==> config.mk <==
export PLATFORM = sky130hd
export DESIGN_NAME = modular_exponentiation
export DESIGN_NICKNAME = d
export VERILOG_FILES = /design/src/sv/modexp_pkg.sv /design/src/sv/modexp_mul.sv /design/src/sv/modular_exponentiation.sv
export VERILOG_INCLUDE_DIRS = /design/src /design/src/sv
export SDC_FILE = /design/constraint.sdc
export NUM_CORES = 1
export LEC_CHECK = 0
export BUFFER_PORTS_ARGS = -buffer_cell sky130_fd_sc_hd__buf_2
export CORE_UTILIZATION = 25
export DETAILED_ROUTE_END_ITERATION = 7
export PLACE_DENSITY_LB_ADDON = 0.1
export SLEW_MARGIN = 20
export SYNTH_ARGS = -nofsm -noshare
export SYNTH_HDL_FRONTEND = slang
export SYNTH_SLANG_ARGS = --single-unit
==> constraint.sdc <==
create_clock -name clk -period 14.8 [get_ports clk]
set_clock_uncertainty 0.1 [all_clocks]
set_input_delay 2.96 -clock clk [delete_from_list [all_inputs] [get_ports clk]]
set_output_delay 2.96 -clock clk [all_outputs]
set_load 0.02 [all_outputs]
==> src/sv/modular_exponentiation_macros.svh <==
// assertion macros used by the modular exponentiation top level
`ifndef MODULAR_EXPONENTIATION_MACROS_SVH
`define MODULAR_EXPONENTIATION_MACROS_SVH

// same-cycle implication, checked on every clock outside reset
`define MODEXP_ASSERT_NOW(label, ante, cons, msg) \
	label: assert property (@(posedge clk) disable iff (!arst_n) (ante) |-> (cons)) \
		else $error(msg);

// next-cycle implication, checked on every clock outside reset
`define MODEXP_ASSERT_NEXT(label, ante, cons, msg) \
	label: assert property (@(posedge clk) disable iff (!arst_n) (ante) |=> (cons)) \
		else $error(msg);

`endif

==> src/sv/modexp_pkg.sv <==
// shared types for the modular exponentiation block
`default_nettype none

package modexp_pkg;

	// top-level sequencer states, one-hot
	typedef enum logic [5:0] {
		S_IDLE    = 6'b000001,
		S_REDUCE  = 6'b000010,
		S_STEP    = 6'b000100,
		S_MUL_ACC = 6'b001000,
		S_MUL_SQ  = 6'b010000,
		S_DONE    = 6'b100000
	} state_t;

	// request to the modular multiplier
	typedef struct packed {
		logic start;
	} mul_req_t;

	// status from the modular multiplier
	typedef struct packed {
		logic busy;
		logic done;
	} mul_rsp_t;

endpackage

`default_nettype wire

==> src/sv/modexp_mul.sv <==
// bit-serial modular multiplier: msb-first double-and-add over one shared add-mod unit
`default_nettype none

module modexp_mul #(
	parameter int WORD_BITS = 64
) (
	input  wire                            clk,
	input  wire                            arst_n,
	input  modexp_pkg::mul_req_t           req,
	input  wire logic [WORD_BITS-1:0]      x,
	input  wire logic [WORD_BITS-1:0]      y,
	input  wire logic [WORD_BITS-1:0]      m,
	output modexp_pkg::mul_rsp_t           rsp,
	output logic      [WORD_BITS-1:0]      product
);

	localparam int CNT_W = $clog2(WORD_BITS);
	localparam logic [CNT_W-1:0] CNT_LAST = CNT_W'(WORD_BITS - 1);

	logic [WORD_BITS-1:0] mx_q;
	logic [WORD_BITS-1:0] my_q;
	logic [WORD_BITS-1:0] macc_q;
	logic [CNT_W-1:0]     cnt_q;
	logic                 phase_q;
	logic                 busy_q;
	logic                 done_q;

	logic [WORD_BITS-1:0] opb;
	logic [WORD_BITS-1:0] gap;
	logic [WORD_BITS-1:0] sum;
	logic                 bit_end;

	// shared add-mod unit: double in phase 0, add multiplicand in phase 1
	always_comb begin
		opb = phase_q ? mx_q : macc_q;
		gap = m - opb;
		sum = (macc_q >= gap) ? (macc_q - gap) : (macc_q + opb);
	end

	// a multiplier bit ends after its double, or after its add when set
	assign bit_end = phase_q || !my_q[WORD_BITS-1];

	// control
	always_ff @(posedge clk or negedge arst_n) begin
		if (!arst_n) begin
			busy_q  <= 1'b0;
			done_q  <= 1'b0;
			phase_q <= 1'b0;
			cnt_q   <= '0;
		end else begin
			done_q <= 1'b0;
			if (req.start) begin
				busy_q  <= 1'b1;
				phase_q <= 1'b0;
				cnt_q   <= CNT_LAST;
			end else if (busy_q) begin
				if (bit_end) begin
					phase_q <= 1'b0;
					if (cnt_q == '0) begin
						busy_q <= 1'b0;
						done_q <= 1'b1;
					end else begin
						cnt_q <= cnt_q - 1'b1;
					end
				end else begin
					phase_q <= 1'b1;
				end
			end
		end
	end

	// datapath
	always_ff @(posedge clk) begin
		if (req.start) begin
			mx_q   <= x;
			my_q   <= y;
			macc_q <= '0;
		end else if (busy_q) begin
			macc_q <= sum;
			if (bit_end) begin
				my_q <= my_q << 1;
			end
		end
	end

	assign rsp     = '{busy: busy_q, done: done_q};
	assign product = macc_q;

endmodule

`default_nettype wire

==> src/sv/modular_exponentiation.sv <==
// modular exponentiation top level: right-to-left square-and-multiply sequencer
// a multiply doubles once per multiplier bit and adds once per set bit; one reduces the base,
//   then each exponent bit a step state, a multiply when set, a square below the top set bit
// zero exponent: the sequencer goes from idle straight to done, which loads the result
//   register once the output is free and then returns to idle; one word in flight
// reset clears the sequencer and the output valid; data registers are not reset
`default_nettype none
`include "modular_exponentiation_macros.svh"

module modular_exponentiation #(
	parameter int WORD_BITS = 64
) (
	input  wire                       clk,
	input  wire                       arst_n,
	input  wire                       in_valid,
	output logic                      in_ready,
	input  wire logic [WORD_BITS-1:0] base,
	input  wire logic [WORD_BITS-1:0] exponent,
	input  wire logic [WORD_BITS-1:0] modulus,
	output logic                      out_valid,
	input  wire                       out_ready,
	output logic      [WORD_BITS-1:0] power_residue
);

	localparam logic [WORD_BITS-1:0] ONE = WORD_BITS'(1);

	modexp_pkg::state_t   state_q;
	modexp_pkg::mul_req_t mul_req;
	modexp_pkg::mul_rsp_t mul_rsp;

	logic [WORD_BITS-1:0] e_q;
	logic [WORD_BITS-1:0] m_q;
	logic [WORD_BITS-1:0] acc_q;
	logic [WORD_BITS-1:0] sq_q;
	logic [WORD_BITS-1:0] power_residue_q;
	logic                 out_valid_q;

	logic [WORD_BITS-1:0] mul_x;
	logic [WORD_BITS-1:0] mul_y;
	logic [WORD_BITS-1:0] mul_p;
	logic [WORD_BITS-1:0] one_in;
	logic                 accept;
	logic                 trivial;
	logic                 more_bits;
	logic                 load_out;

	assign in_ready  = (state_q == modexp_pkg::S_IDLE);
	assign accept    = in_valid && in_ready;
	assign trivial   = (exponent == '0) || (modulus == '0);
	assign one_in    = (modulus == ONE) ? '0 : ONE;
	assign more_bits = (e_q[WORD_BITS-1:1] != '0);
	assign load_out  = (state_q == modexp_pkg::S_DONE) && (!out_valid_q || out_ready);

	// multiplier launch: base reduction is one-times-base, then acc*sq and sq*sq
	always_comb begin
		mul_req.start = 1'b0;
		mul_x         = sq_q;
		mul_y         = sq_q;
		unique case (state_q)
			modexp_pkg::S_IDLE: begin
				mul_req.start = accept && !trivial;
				mul_x         = one_in;
				mul_y         = base;
			end
			modexp_pkg::S_STEP: begin
				mul_req.start = (e_q != '0);
				mul_x         = e_q[0] ? acc_q : sq_q;
			end
			modexp_pkg::S_MUL_ACC: begin
				mul_req.start = mul_rsp.done && more_bits;
			end
			modexp_pkg::S_REDUCE, modexp_pkg::S_MUL_SQ, modexp_pkg::S_DONE: begin
				mul_req.start = 1'b0;
			end
			default: begin
				mul_req.start = 1'b0;
			end
		endcase
	end

	modexp_mul #(
		.WORD_BITS(WORD_BITS)
	) u_mul (
		.clk    (clk),
		.arst_n (arst_n),
		.req    (mul_req),
		.x      (mul_x),
		.y      (mul_y),
		.m      (m_q),
		.rsp    (mul_rsp),
		.product(mul_p)
	);

	// sequencer and output valid
	always_ff @(posedge clk or negedge arst_n) begin
		if (!arst_n) begin
			state_q     <= modexp_pkg::S_IDLE;
			out_valid_q <= 1'b0;
		end else begin
			// output valid: set on load, cleared once taken
			if (load_out) begin
				out_valid_q <= 1'b1;
			end else if (out_ready) begin
				out_valid_q <= 1'b0;
			end
			unique case (state_q)
				modexp_pkg::S_IDLE: begin
					if (accept) begin
						state_q <= trivial ? modexp_pkg::S_DONE : modexp_pkg::S_REDUCE;
					end
				end
				modexp_pkg::S_REDUCE: begin
					if (mul_rsp.done) begin
						state_q <= modexp_pkg::S_STEP;
					end
				end
				modexp_pkg::S_STEP: begin
					if (e_q == '0) begin
						state_q <= modexp_pkg::S_DONE;
					end else if (e_q[0]) begin
						state_q <= modexp_pkg::S_MUL_ACC;
					end else begin
						state_q <= modexp_pkg::S_MUL_SQ;
					end
				end
				modexp_pkg::S_MUL_ACC: begin
					if (mul_rsp.done) begin
						state_q <= more_bits ? modexp_pkg::S_MUL_SQ : modexp_pkg::S_STEP;
					end
				end
				modexp_pkg::S_MUL_SQ: begin
					if (mul_rsp.done) begin
						state_q <= modexp_pkg::S_STEP;
					end
				end
				modexp_pkg::S_DONE: begin
					if (load_out) begin
						state_q <= modexp_pkg::S_IDLE;
					end
				end
				default: begin
					state_q <= modexp_pkg::S_IDLE;
				end
			endcase
		end
	end

	// operand, running result and output word registers
	always_ff @(posedge clk) begin
		if (accept) begin
			e_q   <= exponent;
			m_q   <= modulus;
			acc_q <= (exponent == '0) ? ONE : ((modulus == '0) ? '0 : one_in);
		end
		if (mul_rsp.done) begin
			if (state_q == modexp_pkg::S_REDUCE) begin
				sq_q <= mul_p;
			end
			if (state_q == modexp_pkg::S_MUL_ACC) begin
				acc_q <= mul_p;
				if (!more_bits) begin
					e_q <= '0;
				end
			end
			if (state_q == modexp_pkg::S_MUL_SQ) begin
				sq_q <= mul_p;
				e_q  <= e_q >> 1;
			end
		end
		if (load_out) begin
			power_residue_q <= acc_q;
		end
	end

	assign out_valid     = out_valid_q;
	assign power_residue = power_residue_q;

	// checks
	`MODEXP_ASSERT_NOW(a_idle_mul_quiet, state_q == modexp_pkg::S_IDLE,
		!mul_rsp.busy && !mul_rsp.done, "multiplier active while sequencer idle")
	`MODEXP_ASSERT_NOW(a_done_in_mul_state, mul_rsp.done,
		state_q == modexp_pkg::S_REDUCE || state_q == modexp_pkg::S_MUL_ACC ||
		state_q == modexp_pkg::S_MUL_SQ, "multiplier done outside a multiply state")
	`MODEXP_ASSERT_NOW(a_step_reduced, state_q == modexp_pkg::S_STEP,
		acc_q < m_q && sq_q < m_q, "running values not reduced by modulus")
	`MODEXP_ASSERT_NEXT(a_accept_leaves_idle, accept,
		state_q != modexp_pkg::S_IDLE, "sequencer stayed idle after accepting a word")

endmodule

`default_nettype wire
==> qor.txt <==
Capturing element type of the critical path: flop
Commonest non-fill, non-tap cell in the layout: nand2_1
Number of synthesized register bits: 528
Final HPWL from detailed placement: 91200 um
Number of clock buffers inserted by TritonCTS: 72
Warnings, synthesis: 0
Synthesized Nets: 3866
Count of hold-fix buffers inserted at cts: 0
# DRC: 0
Antenna violation net count after detailed routing: 0
Commonest cells after routing, fill and taps aside: nand2_1, edfxtp_1, o21ai_0, a21oi_1, buf_2
Number of antenna violations at the first check in global routing: 8
Congestion Overflow GR: 0
Pin count of the biggest net entering global routing: 100
Post-synthesis average cell area: 9.17 sq um
Post-DR vias/cell: 5.00
Async SR Flop Fraction: 3.03%
Total die area: 129000 sq um
Max_slew headroom: 32.2%
Worst path arrival time: 9350 ps
TritonRoute pass-1 iters: 5
Overall track demand over capacity in global routing: 18.1%
Starting utilization of the core area: 25.3%
Resized cells post-CTS: 0
Most used flip-flop cell after synthesis: edfxtp_1
Routed wire length: 119000 um
Number of slew-limit violations in the final report: 0
Critical path's slowest cell: o21ai_0
Max Cap Violations: 0
Total setup buffers inserted after CTS: 0
Number of I/O port buffers: 261
Top-level I/O count: 262
CTS root buffer: clkbuf_16
Critical path's largest stage delay: 800 ps
Summed instance area of the synthesized netlist: 31900 sq um
Min cycle time layout: 8900 ps
CTS tree: yes
Setup Viol. Count Final: 0
Worst hold-check path type: reg -> reg
Fraction of final layout cells with drive strength greater than 1: 11.9%
RSZ-0062 raised after global routing: false
Longest Clk Path Bufs: 3
Global-route wire length before repair: 178000 um
Number of hold violations in the final report: 0
Cell seen most often among critical-path stages: a21o_1
Kind of critical path: reg -> reg
Number of DRC markers in iteration 0: 1632
Number of core rows: 130
Maximum fanout along the worst path: 79
Routability Congestion: 0.875
Maximum clock rate: 112 MHz
Die height: 359 um
Post-layout nets: 4048
H-tree level count: 3
Routed via count: 26800
Sequential cell area fraction in the yosys report: 43.5%
Per-cell routed wire length: 22.2 um
Post-Route Setup TNS: 0 ps
Layout overhead on the synthesized area: 16.8%
Synthesized netlist cell count: 3476
Post-synth cell types: 79
Core region area: 126000 sq um
Number of flops mapped to enable cells by yosys: 320
Required time of the worst setup path: 15250 ps
Via count of the first global-routing pass: 27200
Final Cycle Share: 60.1%
Total of fill cells in the finished design: 13400
Startpoint types: flop
Clock transition at path regs: 60 ps
Die width: 359 um
Slew at the pin closest to its max-slew limit: 1010 ps
Insertion delay to the later sink of the worst-skew pair: 650 ps
Sink count of the clock tree: 528
Result of the run: finished clean
critical path, delay by kind of cell (launching register included):
| kind | cells | cell delay, ps |
|---|---|---|
| buffers and inverters | 3 | 1790 |
| multiplexers | 1 | 340 |
| XOR/XNOR | 1 | 140 |
| AO/OA/AOI/OAI | 17 | 4440 |
| AND/OR/NAND/NOR | 1 | 660 |
| flip-flops | 1 | 630 |
| adder cells (fa/ha/maj) | 2 | 620 |
cell type report:
type / instances / area (sq um) / area share, %
clock inverter: 37 / 400 / 1.08
sequential: 528 / 13900 / 37.2
tap: 1650 / 2060 / 5.54
inverter: 138 / 532 / 1.43
timing repair buffer: 296 / 1570 / 4.21
multi-input combinational: 2622 / 16900 / 45.3
antenna: 4 / 10.0 / 0.0269
clock buffer: 94 / 1950 / 5.23
synthesized netlist by cell type, types with 99 or more instances:
| cell | n | area, sq um |
|---|---|---|
| clkbuf_1 | 168 | 631 |
| inv_1 | 137 | 514 |
| edfxtp_1 | 320 | 9610 |
| a21oi_1 | 280 | 1400 |
| xnor2_1 | 110 | 963 |
| nand2_1 | 461 | 1730 |
| a21o_1 | 99 | 743 |
| dfxtp_1 | 192 | 3840 |
| ha_1 | 191 | 2390 |
| mux2i_1 | 132 | 1320 |
| o21ai_0 | 310 | 1550 |
| nor2_1 | 242 | 908 |
per-layer routing:
| metal | share of wire [%] | track usage, % |
|---|---|---|
| met3 | 4.2 | 3.20 |
| met4 | 2.8 | 5.50 |
| met1 | 47 | 24.3 |
| met5 | 0.016 | 0 |
| met2 | 46 | 29.5 |
sequential cells by signal (all words and copies together), names as in the netlist:
name and count:
acc_q 64, e_q 64, m_q 64, out_valid 1
power_residue 64, sq_q 64, state_q 6, u_mul.busy_q 1
u_mul.cnt_q 6, u_mul.done_q 1, u_mul.mx_q 64, u_mul.my_q 64
u_mul.phase_q 1, u_mul.product 64
path summary, 6_finish.rpt:
check,startpoint,to,slack (ps),depth (start not counted)
setup / recovery,u_mul.phase_q$_DFFE_PN0P_,u_mul.product[32]$_SDFFE_PP0P_,5900,25
hold / removal,acc_q[35]$_DFF_P_,power_residue[35]$_DFFE_PP_,360,0
setup reg to reg,u_mul.phase_q$_DFFE_PN0P_,u_mul.product[32]$_SDFFE_PP0P_,5900,25
hold reg to reg,acc_q[35]$_DFF_P_,power_residue[35]$_DFFE_PP_,360,0
max in group asynchronous,arst_n,u_mul.phase_q$_DFFE_PN0P_,12090,1
min in group asynchronous,arst_n,out_valid$_DFFE_PN0P_,2140,1
metrics by stage:
stage | instance area (sq um) | setup slack (ps) | hold WS (ps) | util, % | std cells
finish | 37200 | 5900 | 358 | 29.5 | 5369
global route | 37200 | 5090 | 377 | 29.5 | 5366
CTS | 37200 | 5740 | 368 | 29.5 | 5365
detailed placement | 34900 | 5740 | 352 | 27.7 | 5234
global placement | 34900 | 5950 | 358 | 27.7 | 5234
floorplan | 31900 | 7650 | 330 | - | 3476
logic make-up after synthesis:
logic type / synth area share (%)
xor+xnor: 4.81
buf+inv: 3.90
flops: 43.5
fa+ha+maj: 7.69
mux: 4.18
simple gates: 14.5
compound gates: 21.5
Power is left out: the tool's default activity adds up to more than one toggle a clock period on the data nets, which glitch-free logic cannot reach.
